--- config.mk ---
export PLATFORM = sky130hd
export DESIGN_NAME = tone_pattern_sequencer_core
export DESIGN_NICKNAME = d
export VERILOG_FILES = /design/src/rtl/tps_pkg.sv /design/src/rtl/tone_pattern_sequencer_core.sv /design/src/rtl/tps_front.sv /design/src/rtl/tps_div.sv /design/src/rtl/tps_back.sv
export VERILOG_INCLUDE_DIRS = /design/src /design/src/rtl
export SDC_FILE = /design/constraint.sdc
export NUM_CORES = 2
export LEC_CHECK = 0
export ABC_AREA = 1
export BUFFER_PORTS_ARGS = -buffer_cell sky130_fd_sc_hd__buf_2
export CAP_MARGIN = 20
export CORE_UTILIZATION = 55
export DETAILED_ROUTE_END_ITERATION = 6
export PLACE_DENSITY = 0.8
export SLEW_MARGIN = 0
export SYNTH_ARGS = -nofsm -noshare
export SYNTH_HDL_FRONTEND = slang
export SYNTH_SLANG_ARGS = --single-unit
--- constraint.sdc ---
create_clock -name clk -period 7.5 [get_ports clk]
set_input_delay 0.375 -clock clk [delete_from_list [all_inputs] [get_ports clk]]
set_output_delay 0.375 -clock clk [all_outputs]
set_load 0.02 [all_outputs]
--- src/rtl/tone_pattern_sequencer_core_macros.svh ---
// Assertion macros shared by the tone pattern sequencer RTL
`ifndef TONE_PATTERN_SEQUENCER_CORE_MACROS_SVH
`define TONE_PATTERN_SEQUENCER_CORE_MACROS_SVH

// Same-cycle implication, checked outside reset
`define TPS_ASSERT_IMPL(label, clk, rst_n, ante, cons) \
    label: assert property (@(posedge clk) disable iff (!rst_n) (ante) |-> (cons)) \
        else $error("tone sequencer check failed");

// Next-cycle implication, checked outside reset
`define TPS_ASSERT_NEXT(label, clk, rst_n, ante, cons) \
    label: assert property (@(posedge clk) disable iff (!rst_n) (ante) |=> (cons)) \
        else $error("tone sequencer check failed");

`endif

--- src/rtl/tps_pkg.sv ---
// Types, constants and helper functions of the tone pattern sequencer
package tps_pkg;

    // Field widths
    localparam int FREQ_W    = 16;
    localparam int DUR_W     = 16;
    localparam int DUTY_W    = 7;
    localparam int VOL_W     = 8;
    localparam int PAT_W     = 3;
    localparam int KIND_W    = 2;
    localparam int PHASE_W   = 9;
    localparam int CFG_IDX_W = 2;

    // Sweep arithmetic: factor and divisor fit 18 bits, product 34 bits,
    // quotient stays below 4 * 65535
    localparam int FACT_W = 18;
    localparam int PROD_W = FREQ_W + FACT_W;
    localparam int QUO_W  = 18;

    // Duty mapping
    localparam int DUTY_RES_BITS = 8;
    localparam int DUTY_TOP      = (1 << DUTY_RES_BITS) / 2 - 1;
    localparam int VOL_SAT       = 100;
    localparam int VOL_IDX_W     = 7;
    localparam int LUT_DEPTH     = 1 << VOL_IDX_W;

    // Queue depths
    localparam int REQ_DEPTH_DEF = 2;
    localparam int RES_DEPTH     = 2;

    // Pattern timing in milliseconds
    localparam logic [PHASE_W-1:0] SIREN_HALF_MS   = 9'd400;
    localparam logic [PHASE_W-1:0] ALARM_TONE_MS   = 9'd150;
    localparam logic [PHASE_W-1:0] ALARM_GAP_MS    = 9'd100;
    localparam logic [PHASE_W-1:0] SWEEP_PERIOD_MS = 9'd30;

    // Register reset values
    localparam logic [FREQ_W-1:0] FREQ_MIN_RST = 16'd100;
    localparam logic [FREQ_W-1:0] FREQ_MAX_RST = 16'd5000;
    localparam logic [DUR_W-1:0]  DUR_MIN_RST  = 16'd10;
    localparam logic [DUR_W-1:0]  DUR_MAX_RST  = 16'd10000;

    typedef enum logic [CFG_IDX_W-1:0] {
        CFG_FREQ_MIN = 2'd0,
        CFG_FREQ_MAX = 2'd1,
        CFG_DUR_MIN  = 2'd2,
        CFG_DUR_MAX  = 2'd3
    } cfg_idx_t;

    typedef enum logic [KIND_W-1:0] {
        KIND_TICK = 2'd0,
        KIND_PLAY = 2'd1,
        KIND_STOP = 2'd2
    } kind_t;

    typedef enum logic [PAT_W-1:0] {
        PAT_BEEP   = 3'd0,
        PAT_SIREN  = 3'd1,
        PAT_ALARM  = 3'd2,
        PAT_RISE   = 3'd3,
        PAT_FALL   = 3'd4,
        PAT_CUSTOM = 3'd5
    } pat_t;

    // Classified request codes
    typedef enum logic [2:0] {
        OP_NOP    = 3'd0,
        OP_TICK   = 3'd1,
        OP_PLAY   = 3'd2,
        OP_REJECT = 3'd3,
        OP_STOP   = 3'd4
    } op_t;

    typedef enum logic [1:0] {
        BK_IDLE = 2'd0,
        BK_MUL  = 2'd1,
        BK_LOAD = 2'd2,
        BK_DIV  = 2'd3
    } bk_state_t;

    typedef struct packed {
        logic [FREQ_W-1:0] freq_min;
        logic [FREQ_W-1:0] freq_max;
        logic [DUR_W-1:0]  dur_min;
        logic [DUR_W-1:0]  dur_max;
    } cfg_t;

    typedef struct packed {
        op_t               op;
        pat_t              pattern;
        logic [FREQ_W-1:0] freq;
        logic [DUR_W-1:0]  dur;
        logic [DUTY_W-1:0] duty;
    } req_t;

    typedef struct packed {
        logic [FREQ_W-1:0] freq;
        logic [DUTY_W-1:0] duty;
        logic              playing;
        logic              accepted;
    } res_t;

    typedef logic [DUTY_W-1:0] duty_lut_t [LUT_DEPTH];

    // Raise to lo, then lower to hi (hi wins when lo > hi)
    function automatic logic [FREQ_W-1:0] clamp_val(
        input logic [FACT_W-1:0] v,
        input logic [FREQ_W-1:0] lo,
        input logic [FREQ_W-1:0] hi
    );
        logic [FACT_W-1:0] t;
        t = (v < FACT_W'(lo)) ? FACT_W'(lo) : v;
        if (t > FACT_W'(hi))
        begin
            return hi;
        end
        return t[FREQ_W-1:0];
    endfunction

    // Volume to duty, saturated at 100 percent, evaluated at elaboration
    function automatic duty_lut_t build_duty_lut(input int dmax);
        duty_lut_t lut;
        int        v;
        for (int i = 0; i < LUT_DEPTH; i++)
        begin
            v      = (i > VOL_SAT) ? VOL_SAT : i;
            lut[i] = DUTY_W'((v * dmax) / VOL_SAT);
        end
        return lut;
    endfunction

    localparam duty_lut_t DUTY_LUT = build_duty_lut(DUTY_TOP);

endpackage

--- src/rtl/tone_pattern_sequencer_core.sv ---
// Top level of the buzzer tone pattern sequencer: registers and wiring
//
// Requests (tick, play, stop) enter through a queue port: a request is taken
// on a clock edge with push high and full low. Every request yields exactly
// one result (PWM frequency, duty, playing flag, play accepted flag), read
// through a second queue port: the head is valid while empty is low and is
// removed on an edge with pop high.
// Configuration registers (frequency and duration limits) are written over
// cfg_valid/cfg_ready/cfg_index/cfg_data; cfg_ready is always high. Write
// them only while no request is in flight.
// A result can be popped in the cycle after its request is taken for plays,
// stops and most ticks; the back end takes one request per cycle unless the
// result queue is full or a sweep step is busy. A tick on a rise or fall sweep
// step goes through decode, a 34-bit multiply, divider load, 18 serial divider
// steps and the result write; that divider sets the worst-case request rate.
// A front queue of REQ_DEPTH entries and a two-entry result queue let either
// side stall: when results are not popped, the back end holds, the request
// queue fills and full rises.
// Reset (rst_n low, asynchronous) restores the register defaults, silences
// the output, clears both queues and leaves the block idle.
module tone_pattern_sequencer_core import tps_pkg::*; #(
    parameter int REQ_DEPTH = REQ_DEPTH_DEF
) (
    input  logic                 clk,
    input  logic                 rst_n,
    // request queue
    input  logic                 push,
    output logic                 full,
    input  logic [KIND_W-1:0]    kind,
    input  logic [PAT_W-1:0]     pattern,
    input  logic [FREQ_W-1:0]    freq_hz,
    input  logic [DUR_W-1:0]     duration_ms,
    input  logic [VOL_W-1:0]     volume,
    // result queue
    output logic                 empty,
    input  logic                 pop,
    output logic [FREQ_W-1:0]    out_freq_hz,
    output logic [DUTY_W-1:0]    out_duty,
    output logic                 playing,
    output logic                 accepted,
    // configuration writes
    input  logic                 cfg_valid,
    output logic                 cfg_ready,
    input  logic [CFG_IDX_W-1:0] cfg_index,
    input  logic [FREQ_W-1:0]    cfg_data
);

    cfg_t cfg_reg, cfg_next;
    logic req_valid;
    req_t req;
    logic req_take;
    res_t res_head;

    assign cfg_ready = 1'b1;

    // limit registers
    always_comb
    begin
        cfg_next = cfg_reg;
        if (cfg_valid)
        begin
            case (cfg_index)
                CFG_FREQ_MIN: cfg_next.freq_min = cfg_data;
                CFG_FREQ_MAX: cfg_next.freq_max = cfg_data;
                CFG_DUR_MIN:  cfg_next.dur_min  = cfg_data;
                CFG_DUR_MAX:  cfg_next.dur_max  = cfg_data;
                default:      cfg_next          = cfg_reg;
            endcase
        end
    end

    always_ff @(posedge clk or negedge rst_n)
    begin
        if (!rst_n)
        begin
            cfg_reg.freq_min <= FREQ_MIN_RST;
            cfg_reg.freq_max <= FREQ_MAX_RST;
            cfg_reg.dur_min  <= DUR_MIN_RST;
            cfg_reg.dur_max  <= DUR_MAX_RST;
        end
        else
        begin
            cfg_reg <= cfg_next;
        end
    end

    tps_front #(
        .REQ_DEPTH (REQ_DEPTH)
    ) u_front (
        .clk         (clk),
        .rst_n       (rst_n),
        .push        (push),
        .full        (full),
        .kind        (kind),
        .pattern     (pattern),
        .freq_hz     (freq_hz),
        .duration_ms (duration_ms),
        .volume      (volume),
        .cfg         (cfg_reg),
        .req_valid   (req_valid),
        .req         (req),
        .req_take    (req_take)
    );

    tps_back u_back (
        .clk       (clk),
        .rst_n     (rst_n),
        .cfg       (cfg_reg),
        .req_valid (req_valid),
        .req       (req),
        .req_take  (req_take),
        .empty     (empty),
        .pop       (pop),
        .res_head  (res_head)
    );

    assign out_freq_hz = res_head.freq;
    assign out_duty    = res_head.duty;
    assign playing     = res_head.playing;
    assign accepted    = res_head.accepted;

endmodule

--- src/rtl/tps_front.sv ---
// Front end: accepts requests, clamps and classifies them, queues them for the back end
`include "tone_pattern_sequencer_core_macros.svh"

module tps_front import tps_pkg::*; #(
    parameter int REQ_DEPTH = REQ_DEPTH_DEF
) (
    input  logic              clk,
    input  logic              rst_n,
    // request side
    input  logic              push,
    output logic              full,
    input  logic [KIND_W-1:0] kind,
    input  logic [PAT_W-1:0]  pattern,
    input  logic [FREQ_W-1:0] freq_hz,
    input  logic [DUR_W-1:0]  duration_ms,
    input  logic [VOL_W-1:0]  volume,
    input  cfg_t              cfg,
    // queue head toward the back end
    output logic              req_valid,
    output req_t              req,
    input  logic              req_take
);

    localparam int PTR_W = (REQ_DEPTH > 1) ? $clog2(REQ_DEPTH) : 1;
    localparam int CNT_W = $clog2(REQ_DEPTH + 1);

    req_t                 q_mem [REQ_DEPTH];
    logic [PTR_W-1:0]     wr_ptr_reg, wr_ptr_next;
    logic [PTR_W-1:0]     rd_ptr_reg, rd_ptr_next;
    logic [CNT_W-1:0]     cnt_reg, cnt_next;
    logic                 push_ok;
    logic                 pop_ok;
    logic [VOL_IDX_W-1:0] vol_idx;
    req_t                 req_in;

    assign full      = (cnt_reg == CNT_W'(REQ_DEPTH));
    assign req_valid = (cnt_reg != '0);
    assign req       = q_mem[rd_ptr_reg];
    assign push_ok   = push && !full;
    assign pop_ok    = req_take && req_valid;

    // volume above the table saturates at 100 percent
    assign vol_idx = (volume > VOL_W'(VOL_SAT)) ? VOL_IDX_W'(VOL_SAT)
                                                : volume[VOL_IDX_W-1:0];

    // classify the incoming request
    always_comb
    begin
        req_in.op      = OP_NOP;
        req_in.pattern = PAT_BEEP;
        req_in.freq    = '0;
        req_in.dur     = '0;
        req_in.duty    = '0;
        case (kind)
            KIND_TICK:
            begin
                req_in.op = OP_TICK;
            end
            KIND_PLAY:
            begin
                if (pattern > PAT_CUSTOM)
                begin
                    req_in.op = OP_REJECT;
                end
                else
                begin
                    req_in.op      = OP_PLAY;
                    req_in.pattern = pat_t'(pattern);
                    req_in.freq    = clamp_val(FACT_W'(freq_hz), cfg.freq_min, cfg.freq_max);
                    req_in.dur     = clamp_val(FACT_W'(duration_ms), cfg.dur_min, cfg.dur_max);
                    req_in.duty    = DUTY_LUT[vol_idx];
                end
            end
            KIND_STOP:
            begin
                req_in.op = OP_STOP;
            end
            default:
            begin
                req_in.op = OP_NOP;
            end
        endcase
    end

    // queue pointers and fill count
    always_comb
    begin
        wr_ptr_next = wr_ptr_reg;
        rd_ptr_next = rd_ptr_reg;
        if (push_ok)
        begin
            wr_ptr_next = (wr_ptr_reg == PTR_W'(REQ_DEPTH - 1)) ? '0 : wr_ptr_reg + 1'b1;
        end
        if (pop_ok)
        begin
            rd_ptr_next = (rd_ptr_reg == PTR_W'(REQ_DEPTH - 1)) ? '0 : rd_ptr_reg + 1'b1;
        end
        cnt_next = cnt_reg + CNT_W'(push_ok) - CNT_W'(pop_ok);
    end

    always_ff @(posedge clk or negedge rst_n)
    begin
        if (!rst_n)
        begin
            wr_ptr_reg <= '0;
            rd_ptr_reg <= '0;
            cnt_reg    <= '0;
        end
        else
        begin
            wr_ptr_reg <= wr_ptr_next;
            rd_ptr_reg <= rd_ptr_next;
            cnt_reg    <= cnt_next;
        end
    end

    // queue storage
    always_ff @(posedge clk)
    begin
        if (push_ok)
        begin
            q_mem[wr_ptr_reg] <= req_in;
        end
    end

    `TPS_ASSERT_IMPL(a_take_needs_data, clk, rst_n, req_take, req_valid)
    `TPS_ASSERT_IMPL(a_empty_ptrs_equal, clk, rst_n, cnt_reg == '0, wr_ptr_reg == rd_ptr_reg)
    `TPS_ASSERT_IMPL(a_cnt_in_range, clk, rst_n, 1'b1, cnt_reg <= CNT_W'(REQ_DEPTH))

endmodule

--- src/rtl/tps_div.sv ---
// Restoring divider for the sweep frequency, one quotient bit per cycle
module tps_div import tps_pkg::*; (
    input  logic              clk,
    input  logic              rst_n,
    input  logic              start,
    input  logic [PROD_W-1:0] dividend,
    input  logic [FACT_W-1:0] divisor,
    output logic              done,
    output logic [QUO_W-1:0]  quotient
);

    localparam int CNT_W = $clog2(QUO_W);

    logic              busy_reg, busy_next;
    logic              done_reg, done_next;
    logic [CNT_W-1:0]  cnt_reg, cnt_next;
    logic [FACT_W-1:0] rem_reg, rem_next;
    logic [QUO_W-1:0]  quo_reg, quo_next;
    logic [FACT_W-1:0] dvs_reg, dvs_next;
    logic [FACT_W:0]   shifted;
    logic [FACT_W+1:0] diff;
    logic              neg;

    assign done     = done_reg;
    assign quotient = quo_reg;

    // one shift-subtract step
    assign shifted = {rem_reg, quo_reg[QUO_W-1]};
    assign diff    = {1'b0, shifted} - (FACT_W + 2)'(dvs_reg);
    assign neg     = diff[FACT_W+1];

    always_comb
    begin
        busy_next = busy_reg;
        done_next = 1'b0;
        cnt_next  = cnt_reg;
        rem_next  = rem_reg;
        quo_next  = quo_reg;
        dvs_next  = dvs_reg;
        if (start)
        begin
            // upper part is known to be below the divisor
            busy_next = 1'b1;
            cnt_next  = '0;
            rem_next  = FACT_W'(dividend[PROD_W-1:QUO_W]);
            quo_next  = dividend[QUO_W-1:0];
            dvs_next  = divisor;
        end
        else if (busy_reg)
        begin
            rem_next = neg ? shifted[FACT_W-1:0] : diff[FACT_W-1:0];
            quo_next = {quo_reg[QUO_W-2:0], !neg};
            cnt_next = cnt_reg + 1'b1;
            if (cnt_reg == CNT_W'(QUO_W - 1))
            begin
                busy_next = 1'b0;
                done_next = 1'b1;
            end
        end
    end

    always_ff @(posedge clk or negedge rst_n)
    begin
        if (!rst_n)
        begin
            busy_reg <= 1'b0;
            done_reg <= 1'b0;
            cnt_reg  <= '0;
        end
        else
        begin
            busy_reg <= busy_next;
            done_reg <= done_next;
            cnt_reg  <= cnt_next;
        end
    end

    always_ff @(posedge clk)
    begin
        rem_reg <= rem_next;
        quo_reg <= quo_next;
        dvs_reg <= dvs_next;
    end

endmodule

--- src/rtl/tps_back.sv ---
// Back end: pattern state machine, sweep arithmetic and the result queue
`include "tone_pattern_sequencer_core_macros.svh"

module tps_back import tps_pkg::*; (
    input  logic clk,
    input  logic rst_n,
    input  cfg_t cfg,
    // request queue head
    input  logic req_valid,
    input  req_t req,
    output logic req_take,
    // result queue head
    output logic empty,
    input  logic pop,
    output res_t res_head
);

    localparam int RES_PTR_W = $clog2(RES_DEPTH);
    localparam int RES_CNT_W = $clog2(RES_DEPTH + 1);

    bk_state_t          state_reg, state_next;
    logic               active_reg, active_next;
    pat_t               pattern_reg, pattern_next;
    logic [FREQ_W-1:0]  base_reg, base_next;
    logic [DUR_W-1:0]   total_reg, total_next;
    logic [DUTY_W-1:0]  tone_duty_reg, tone_duty_next;
    logic [DUR_W-1:0]   elapsed_reg, elapsed_next;
    logic [PHASE_W-1:0] phase_reg, phase_next;
    logic               tone_on_reg, tone_on_next;
    logic               siren_reg, siren_next;
    logic [FREQ_W-1:0]  freq_reg, freq_next;
    logic [DUTY_W-1:0]  duty_reg, duty_next;
    logic [FACT_W-1:0]  factor_reg, factor_next;
    logic [FACT_W-1:0]  divisor_reg, divisor_next;
    logic [PROD_W-1:0]  product_reg, product_next;

    logic [DUR_W-1:0]   elapsed_inc;
    logic [PHASE_W-1:0] phase_dec;
    logic [FACT_W-1:0]  elapsed_x3;
    logic [FACT_W-1:0]  siren_hi;
    logic               pulsed;
    logic               acc;
    logic               res_push;
    logic               div_start;
    logic               div_done;
    logic [QUO_W-1:0]   div_quo;
    res_t               res_in;

    res_t                 res_mem [RES_DEPTH];
    logic [RES_PTR_W-1:0] res_wr_reg, res_wr_next;
    logic [RES_PTR_W-1:0] res_rd_reg, res_rd_next;
    logic [RES_CNT_W-1:0] res_cnt_reg, res_cnt_next;
    logic                 res_full;
    logic                 res_pop;

    tps_div u_div (
        .clk      (clk),
        .rst_n    (rst_n),
        .start    (div_start),
        .dividend (product_reg),
        .divisor  (divisor_reg),
        .done     (div_done),
        .quotient (div_quo)
    );

    // tick helpers
    assign elapsed_inc = (elapsed_reg != '1) ? elapsed_reg + 1'b1 : elapsed_reg;
    assign phase_dec   = (phase_reg != '0) ? phase_reg - 1'b1 : phase_reg;
    assign elapsed_x3  = {1'b0, elapsed_inc, 1'b0} + FACT_W'(elapsed_inc);
    assign siren_hi    = (FACT_W'(base_reg) + {1'b0, base_reg, 1'b0}) >> 1;
    assign pulsed      = (pattern_reg inside {PAT_SIREN, PAT_ALARM, PAT_RISE, PAT_FALL});

    // pattern state machine
    always_comb
    begin
        state_next     = state_reg;
        active_next    = active_reg;
        pattern_next   = pattern_reg;
        base_next      = base_reg;
        total_next     = total_reg;
        tone_duty_next = tone_duty_reg;
        elapsed_next   = elapsed_reg;
        phase_next     = phase_reg;
        tone_on_next   = tone_on_reg;
        siren_next     = siren_reg;
        freq_next      = freq_reg;
        duty_next      = duty_reg;
        factor_next    = factor_reg;
        divisor_next   = divisor_reg;
        product_next   = product_reg;
        acc            = 1'b0;
        res_push       = 1'b0;
        req_take       = 1'b0;
        div_start      = 1'b0;
        case (state_reg)
            BK_IDLE:
            begin
                if (req_valid && !res_full)
                begin
                    res_push = 1'b1;
                    req_take = 1'b1;
                    case (req.op)
                        OP_TICK:
                        begin
                            if (active_reg)
                            begin
                                elapsed_next = elapsed_inc;
                                if (elapsed_inc >= total_reg)
                                begin
                                    // end of play, frequency kept
                                    duty_next   = '0;
                                    active_next = 1'b0;
                                end
                                else if (pulsed)
                                begin
                                    phase_next = phase_dec;
                                    if (phase_dec == '0)
                                    begin
                                        case (pattern_reg)
                                            PAT_SIREN:
                                            begin
                                                siren_next = !siren_reg;
                                                freq_next  = clamp_val(
                                                    !siren_reg ? siren_hi : FACT_W'(base_reg),
                                                    cfg.freq_min, cfg.freq_max);
                                                duty_next  = tone_duty_reg;
                                                phase_next = SIREN_HALF_MS;
                                            end
                                            PAT_ALARM:
                                            begin
                                                tone_on_next = !tone_on_reg;
                                                duty_next    = !tone_on_reg ? tone_duty_reg : '0;
                                                phase_next   = !tone_on_reg ? ALARM_TONE_MS
                                                                            : ALARM_GAP_MS;
                                            end
                                            default:
                                            begin
                                                // rise or fall sweep step
                                                phase_next = SWEEP_PERIOD_MS;
                                                if (total_reg == '0)
                                                begin
                                                    freq_next = clamp_val(FACT_W'(base_reg),
                                                        cfg.freq_min, cfg.freq_max);
                                                    duty_next = tone_duty_reg;
                                                end
                                                else
                                                begin
                                                    res_push   = 1'b0;
                                                    req_take   = 1'b0;
                                                    state_next = BK_MUL;
                                                    if (pattern_reg == PAT_RISE)
                                                    begin
                                                        factor_next  = FACT_W'(total_reg) + elapsed_x3;
                                                        divisor_next = FACT_W'(total_reg);
                                                    end
                                                    else
                                                    begin
                                                        factor_next  = {total_reg, 2'b00} - elapsed_x3;
                                                        divisor_next = {total_reg, 2'b00};
                                                    end
                                                end
                                            end
                                        endcase
                                    end
                                end
                            end
                        end
                        OP_PLAY:
                        begin
                            acc            = 1'b1;
                            pattern_next   = req.pattern;
                            base_next      = req.freq;
                            total_next     = req.dur;
                            tone_duty_next = req.duty;
                            elapsed_next   = '0;
                            tone_on_next   = 1'b1;
                            siren_next     = 1'b0;
                            active_next    = 1'b1;
                            freq_next      = clamp_val(FACT_W'(req.freq), cfg.freq_min,
                                                       cfg.freq_max);
                            duty_next      = req.duty;
                            case (req.pattern)
                                PAT_SIREN: phase_next = SIREN_HALF_MS;
                                PAT_ALARM: phase_next = ALARM_TONE_MS;
                                PAT_RISE:  phase_next = SWEEP_PERIOD_MS;
                                PAT_FALL:  phase_next = SWEEP_PERIOD_MS;
                                default:   phase_next = '0;
                            endcase
                        end
                        OP_STOP:
                        begin
                            if (active_reg)
                            begin
                                duty_next   = '0;
                                active_next = 1'b0;
                            end
                        end
                        default:
                        begin
                            // rejected play or ignored kind: report state as is
                        end
                    endcase
                end
            end
            BK_MUL:
            begin
                product_next = PROD_W'(base_reg) * PROD_W'(factor_reg);
                state_next   = BK_LOAD;
            end
            BK_LOAD:
            begin
                div_start  = 1'b1;
                state_next = BK_DIV;
            end
            BK_DIV:
            begin
                if (div_done)
                begin
                    freq_next  = clamp_val(div_quo, cfg.freq_min, cfg.freq_max);
                    duty_next  = tone_duty_reg;
                    res_push   = 1'b1;
                    req_take   = 1'b1;
                    state_next = BK_IDLE;
                end
            end
            default:
            begin
                state_next = BK_IDLE;
            end
        endcase
    end

    assign res_in.freq     = freq_next;
    assign res_in.duty     = duty_next;
    assign res_in.playing  = active_next;
    assign res_in.accepted = acc;

    always_ff @(posedge clk or negedge rst_n)
    begin
        if (!rst_n)
        begin
            state_reg     <= BK_IDLE;
            active_reg    <= 1'b0;
            pattern_reg   <= PAT_BEEP;
            base_reg      <= '0;
            total_reg     <= '0;
            tone_duty_reg <= '0;
            elapsed_reg   <= '0;
            phase_reg     <= '0;
            tone_on_reg   <= 1'b1;
            siren_reg     <= 1'b0;
            freq_reg      <= '0;
            duty_reg      <= '0;
        end
        else
        begin
            state_reg     <= state_next;
            active_reg    <= active_next;
            pattern_reg   <= pattern_next;
            base_reg      <= base_next;
            total_reg     <= total_next;
            tone_duty_reg <= tone_duty_next;
            elapsed_reg   <= elapsed_next;
            phase_reg     <= phase_next;
            tone_on_reg   <= tone_on_next;
            siren_reg     <= siren_next;
            freq_reg      <= freq_next;
            duty_reg      <= duty_next;
        end
    end

    // sweep operands
    always_ff @(posedge clk)
    begin
        factor_reg  <= factor_next;
        divisor_reg <= divisor_next;
        product_reg <= product_next;
    end

    // result queue
    assign res_full = (res_cnt_reg == RES_CNT_W'(RES_DEPTH));
    assign empty    = (res_cnt_reg == '0);
    assign res_pop  = pop && !empty;
    assign res_head = res_mem[res_rd_reg];

    always_comb
    begin
        res_wr_next = res_wr_reg;
        res_rd_next = res_rd_reg;
        if (res_push)
        begin
            res_wr_next = (res_wr_reg == RES_PTR_W'(RES_DEPTH - 1)) ? '0 : res_wr_reg + 1'b1;
        end
        if (res_pop)
        begin
            res_rd_next = (res_rd_reg == RES_PTR_W'(RES_DEPTH - 1)) ? '0 : res_rd_reg + 1'b1;
        end
        res_cnt_next = res_cnt_reg + RES_CNT_W'(res_push) - RES_CNT_W'(res_pop);
    end

    always_ff @(posedge clk or negedge rst_n)
    begin
        if (!rst_n)
        begin
            res_wr_reg  <= '0;
            res_rd_reg  <= '0;
            res_cnt_reg <= '0;
        end
        else
        begin
            res_wr_reg  <= res_wr_next;
            res_rd_reg  <= res_rd_next;
            res_cnt_reg <= res_cnt_next;
        end
    end

    always_ff @(posedge clk)
    begin
        if (res_push)
        begin
            res_mem[res_wr_reg] <= res_in;
        end
    end

    `TPS_ASSERT_IMPL(a_push_has_room, clk, rst_n, res_push, res_cnt_reg < RES_CNT_W'(RES_DEPTH))
    `TPS_ASSERT_IMPL(a_div_done_in_div, clk, rst_n, div_done, state_reg == BK_DIV)
    `TPS_ASSERT_IMPL(a_sweep_only_active, clk, rst_n, state_reg != BK_IDLE,
        active_reg && (pattern_reg == PAT_RISE || pattern_reg == PAT_FALL))
    `TPS_ASSERT_IMPL(a_accept_plays, clk, rst_n, res_push && acc, active_next)
    `TPS_ASSERT_NEXT(a_load_starts_div, clk, rst_n, state_reg == BK_LOAD, state_reg == BK_DIV)

endmodule
=== Word-level counts from Yosys, hierarchy flattened ===
Memory sizes are Yosys's and may differ from the RTL's.
Index checks and enable logic that the tools add are counted.

* Register bits: 298
* Memory bits (writable): 140
* ROM bits: 896
* Input port bits: 68
* Memories kept: 3

{| class="wikitable"
|+ Memories
! memory !! depth !! bits a word !! rd ports !! clocked after memory_dff !! write ports !! line !! RTL
|-
| (name not given) || 128 || 7 || 1 || 0 || 0 || tps_front.sv:71 || <nowiki>req_in.duty = DUTY_LUT[vol_idx];</nowiki>
|-
| u_front.q_mem || 2 || 45 || 1 || 0 || 1 || tps_front.sv:27 || <nowiki>req_t q_mem [REQ_DEPTH];</nowiki>
|-
| u_back.res_mem || 2 || 25 || 1 || 0 || 1 || tps_back.sv:49 || <nowiki>res_t res_mem [RES_DEPTH];</nowiki>
|}

* $add $sub $neg: 16
* Multiply operators: 1
* Magnitude comparators: 16
* Eq/ne operators: 38
* Multiplexer cells: 156
* Bitwise gates (word level): 4
* Reduce and logical (&&, ||, !) cells: 34

{| class="wikitable"
|+ Operator list
! operator !! count
|-
| 16-bit 2-to-1 mux || 28
|-
| 16-bit case mux with 2 select lines || 4
|-
| 18-bit by 16-bit > comparator with 1-bit output || 6
|-
| 18-bit 2-to-1 mux || 6
|-
| 42-bit 2-to-1 mux || 2
|-
| 7-bit 2-to-1 mux || 12
|-
| 1-bit 2-to-1 mux || 74
|-
| 16-bit less-than comparator || 4
|-
| 9-bit 2-to-1 mux || 5
|-
| 18-bit by 16-bit less-than comparator with 1-bit output || 2
|-
| 9-bit case mux with 2 select lines || 2
|-
| 16-bit by 18-bit multiplier with 34-bit output || 1
|-
| 7-bit case mux with 2 select lines || 2
|-
| 9-bit case mux with 3 select lines || 1
|-
| 7-bit case mux with 3 select lines || 1
|-
| 19-bit by 18-bit subtractor with 20-bit output || 1
|-
| 16-bit by 17-bit adder with 18-bit output || 1
|-
| 16-bit by 18-bit adder with 18-bit output || 1
|-
| 17-bit by 16-bit adder with 18-bit output || 1
|-
| 2-bit 2-to-1 mux || 9
|-
| 2-bit by 1-bit != test with 1-bit output, second input constant || 9
|-
| 9-bit AND reduction || 2
|-
| 18-bit subtractor || 1
|-
| 17-bit 2-to-1 mux || 1
|-
| 40 further kinds || 89
|}

=== Logic depth before layout (Yosys ltp) ===
* Depth after elaboration: 23
* Depth in mapped cells: 50
* Depth with buffers taken out: 48

=== By module ===
A second synthesis with hierarchy kept.

* Cell total of the unflattened synthesis: 5527
* Area, all modules: 41870.2 µm²

{| class="wikitable"
|+ Modules (own cells, without submodules)
! module !! times used !! cells an instance !! area an instance (µm²) !! sequential area each (µm²)
|-
| tps_back || 1 || 3783 || 28102.0 || 6082.1
|-
| tps_front || 1 || 991 || 7375.8 || 2802.7
|-
| tps_div || 1 || 466 || 3751.1 || 1776.7
|-
| tone_pattern_sequencer_core || 1 || 287 || 2641.3 || 1620.3
|}

=== Worst setup path before layout ===
No wires, ideal clock.

* Path type: register to register
* Start point: reg u_back.base_reg[6]
* End point: reg u_back.product_reg[28] (data pin)
* Library setup time: 259 ps
* Arrival: 5824 ps
* Required time: 7241 ps
* Path slack: 1417 ps
* Stages on the path, launching flop included: 24
* Buffers on the path: 2
* Period minus slack after synthesis: 6083 ps
* Path through: dfrtp_1 -> clkbuf_1 -> buf_1 -> nand2_1 -> fa_1 -> inv_1 -> fa_1 -> inv_1 -> fa_1 -> fa_1 -> inv_1 -> fa_1 -> fa_1 -> ha_1 -> a21oi_1 -> a21boi_0 -> o21ai_1 -> a21boi_0 -> nor2_1 -> nand2_1 -> nand2_1 -> nand3_1 -> nand2_1 -> xor2_1

* Longest elaborated chain between the ends: 1

{| class="wikitable"
|+ Ends and longest elaborated chain
! element !! line !! RTL
|-
| from (decl) || tps_back.sv:24 || <nowiki>logic [FREQ_W-1:0] base_reg, base_next;</nowiki>
|-
| from (signal assigned) || tps_back.sv:260 || <nowiki>base_reg <= base_next;</nowiki>
|-
| 16-bit by 18-bit multiplier with 34-bit output || tps_back.sv:207 || <nowiki>product_next = PROD_W'(base_reg) * PROD_W'(factor_reg);</nowiki>
|-
| to (signal assigned) || tps_back.sv:277 || <nowiki>product_reg <= product_next;</nowiki>
|-
| to (decl) || tps_back.sv:35 || <nowiki>logic [PROD_W-1:0] product_reg, product_next;</nowiki>
|}

Every way passes these cells.
A chain may end at the register's enable or synchronous reset.

=== Worst setup path after layout ===
* Start point: reg u_back.base_reg[9]
* End point: mem u_back.res_mem[0][13] in the netlist's numbering (data pin)

* Longest elaborated chain between the ends: 23
* Elaborated cells on any way between the ends: 38
* Classes of those cells: add/sub: 1; order compare: 4; mux: 33

{| class="wikitable"
|+ Ends and longest elaborated chain
! element !! line !! RTL
|-
| 16-bit by 17-bit adder with 18-bit output or 16-bit less-than comparator (tied branches) || tps_back.sv:70, tps_pkg.sv:112 ||
|-
| 17-bit 2-to-1 mux or 16-bit 2-to-1 mux (tied branches) || tps_back.sv:124, tps_pkg.sv:112 ||
|-
| 18-bit by 16-bit less-than comparator with 1-bit output or 18-bit by 16-bit > comparator with 1-bit output (tied branches) || tps_pkg.sv:112, tps_pkg.sv:113 ||
|-
| 18-bit 2-to-1 mux or 1-bit 2-to-1 mux (tied branches) || tps_pkg.sv:112, tps_pkg.sv:113 ||
|-
| 18-bit by 16-bit > comparator with 1-bit output or 1-bit 2-to-1 mux (tied branches) || tps_pkg.sv:113, tps_back.sv:140 ||
|-
| 1-bit 2-to-1 mux, on equally long branches || tps_pkg.sv:113, tps_back.sv:119 ||
|-
| 1-bit 2-to-1 mux, on equally long branches || tps_back.sv:119, tps_back.sv:117 ||
|-
| 1-bit 2-to-1 mux, on equally long branches || tps_back.sv:117, tps_back.sv:114 ||
|-
| (+8 left out) || - ||
|-
| 16-bit 2-to-1 mux (*) || tps_back.sv:117 || <nowiki>if (phase_dec == '0)</nowiki>
|-
| 16-bit 2-to-1 mux (*) || tps_back.sv:114 || <nowiki>else if (pulsed)</nowiki>
|-
| 16-bit 2-to-1 mux (*) || tps_back.sv:108 || <nowiki>if (elapsed_inc >= total_reg)</nowiki>
|-
| 16-bit 2-to-1 mux (*) || tps_back.sv:105 || <nowiki>if (active_reg)</nowiki>
|-
| 16-bit case mux with 2 select lines (*) || tps_back.sv:102 || <nowiki>case (req.op)</nowiki>
|-
| 16-bit 2-to-1 mux (*) || tps_back.sv:98 || <nowiki>if (req_valid && !res_full)</nowiki>
|-
| 16-bit case mux with 2 select lines (*) || tps_back.sv:95 || <nowiki>case (state_reg)</nowiki>
|-
| named net u_back.freq_next[4] || tps_back.sv:31 || <nowiki>logic [FREQ_W-1:0] freq_reg, freq_next;</nowiki>
|-
| to (decl) || tps_back.sv:49 ||
|}

Mark *: on every way through the listed nets, which the timed path passes. The rest lies on a longest branch. The select of a mux whose other input is x is not followed.

==> results_dict.tcl <==
set metrics [dict create \
    wl_mm 122 \
    use_met1_pct 44.9 \
    drt-vias-per-instance 5.86 \
    outcome "finished clean" \
    wl_per_cell_um 19.8 \
    synth_fp_nets 5875 \
    yosys_warnings 0 \
    critical_path.top_delay_family "simple AND/OR/NAND/NOR gates" \
    initial_core_util_pct 55.9 \
    rsz0062_at_grt "no" \
    dieHeight_um 273 \
    cp-start-kind "flop" \
    dp_hpwl_mm 91.8 \
    path_common_cell "nand2_1" \
    syn_area_mm2 0.0403 \
    ys_seq_elements 438 \
    postCtsSetupBuffers 0 \
    globalRouteMet2Util_pct 51.3 \
    setup_viol 0 \
    endpoint_kind "flop" \
    dp.cells 6065 \
    synth_seq_area_share_pct 30.5 \
    synth_cell_types 64 \
    clockBufferDepth 3 \
    antenna_found_initial 6 \
    drc_errors 0 \
    cap_violations 0 \
    cts_sinks 438 \
    cp_num_buf_inv 3 \
    crit_path_max_incr_delay_ps 920 \
    stdcell_count 6164 \
    core-area_mm2 0.0720 \
    clock_latency_ps 650 \
    grt_usage_pct 32.9 \
    portBuffers 94 \
    multi_input_area_mm2 0.0241 \
    busiest_layer "met2" \
    fin_crit_sh_pct 91.2 \
    ctsHtreeMaxLevel 2 \
    required_ps 7920 \
    final-hold-violation-count 0 \
    max_freq_mhz 146 \
    synthTopCellsByArea "edfxtp_1 (20%), nand2_1 (13%), ha_1 (13%)" \
    r2r_setup_slack_ps 660 \
    relSlewSlack_pct 28.5 \
    skew_ps 49.9 \
    layout_common_cells "nand2_1 (1,446), inv_1 (809), ha_1 (414)" \
    postSynthAreaPerCell_um2 7.79 \
    numCtsBuffers 49 \
    die-area_mm2 0.0743 \
    synth_top_area_share_pct 19.5 \
    layout.nets 5880 \
    cp_max_fo 18 \
    dr.first_iter.drc_count 4159 \
    path_class "reg2reg" \
    maxSlewViolCount 0 \
    cts_tree "yes" \
    clkTransAtPathRegs_ps 70 \
    crit_arrival_ps 7270 \
    synth_ff_type "edfxtp_1" \
    num_rows 98 \
    drt_first_pass_iters 7 \
    cp_slowest_cell "dfrtp_1" \
    synth_top_area_cell "edfxtp_1" \
    grt_pass1_wl_mm 190 \
    synth_edf_count 262 \
    async_reset_ff_share_pct 39.7 \
    antenna_left 0 \
    ioPinCount 96 \
    gp_congestion 1.04 \
    regArea_mm2 0.0123 \
    worstMarginPinSlew_ps 1060 \
    grt_max_degree 80 \
    syn_inst 5166 \
    hold_class "in2reg" \
    overflow 0 \
    final_common_cell "nand2_1" \
    largest_reg_flops 90 \
    vias 36100 \
    final_layout_size_suffix_gt1_share_pct 5.74 \
    period_needed_ps 6840 \
    area_growth_pct 7.86 \
    fillerInstances 6262 \
    die_w_um 273 \
    tns_ps 0 \
    grt_pass1_vias 34300 \
    met3_usage_pct 6.77 \
    root_buffer "clkbuf_16" \
]
-- repair_timing --
action,CTS,global route
hold buffers,1,0
gates resized for setup,0,0
hold endpoints to repair,51,0
-- synth_stat cells, drive strengths merged, types with 11 or more instances --
library cell / count
xnor2: 29
nor2: 242
fa: 226
o22ai: 12
buf: 38
nand2: 1452
nand3: 199
a21boi: 12
o21ai: 392
o21a: 11
clkbuf: 160
dfstp: 16
a21oi: 302
ha: 415
o211ai: 70
xor2: 58
a31oi: 59
a221oi: 12
o21bai: 25
edfxtp: 262
nand4: 50
or2: 12
nor3: 54
a211oi: 12
dfrtp: 158
inv: 819
-- path summary, 6_finish.rpt --
path,to,cells past startpoint,start
max in group asynchronous,u_back.elapsed_reg[15],3,rst_n
max reg2reg,u_back.res_mem[0][13],41,u_back.base_reg[9]
min in group asynchronous,u_back.base_reg[14],2,rst_n
min,cfg_reg[44],3,cfg_data[12]
max,u_back.res_mem[0][13],41,u_back.base_reg[9]
min reg2reg,u_back.u_div.dvs_reg[4],0,u_back.divisor_reg[4]
-- layer usage --
| metal | wire length [um] | vias up |
|---|---|---|
| li1 | - | 16900 |
| met3 | 13200 | 355 |
| met1 | 50000 | 17000 |
| met4 | 5190 | 0 |
| met2 | 54000 | 1874 |
| met5 | 0 | - |
-- metrics by stage --
step | area [um2] | hold slack [ps] | worst slack, ps | util (%)
after floorplan | 40300 | 79.4 | 1420 | -
after global placement | 41600 | 403 | 996 | 57.8
after detailed placement | 41600 | 407 | 893 | 57.8
after CTS | 43400 | 33.5 | 826 | 60.2
after global routing | 43400 | 68.0 | 105 | 60.3
final | 43400 | 57.9 | 659 | 60.3
-- cell type report --
class,count,area share [%]
clock inverter,32,0.951
clock buffer,60,3.06
inverter,824,7.12
sequential,438,28.3
multi-input combinational,3706,55.6
tap,950,2.74
timing repair buffer,152,2.25
antenna,2,0.0115
-- kinds of logic (layout without fill, tap and decap cells) --
family                     count (synthesis)  after routing  share of synthesized area [%]
and+or+nand+nor                         2026           2026                           20.4
buffers and inverters                   1022           1068                           9.66
AOI/OAI and AO/OA                        950            950                           13.4
adders and majority gates                641            641                           24.1
DFF                                      438            438                           30.5
xor gates and xnor gates                  87             87                           1.89
other                                      1              3                        0.00931
muxes                                      1              1                         0.0280
-- tightest hold or removal path, stage by stage --
cell and delay, ps:
buf_2 90, inv_1 120, o21ai_0 100
Power is not shown: default switching activity piles up to over one toggle a cycle in this logic, so the estimate is an artifact.
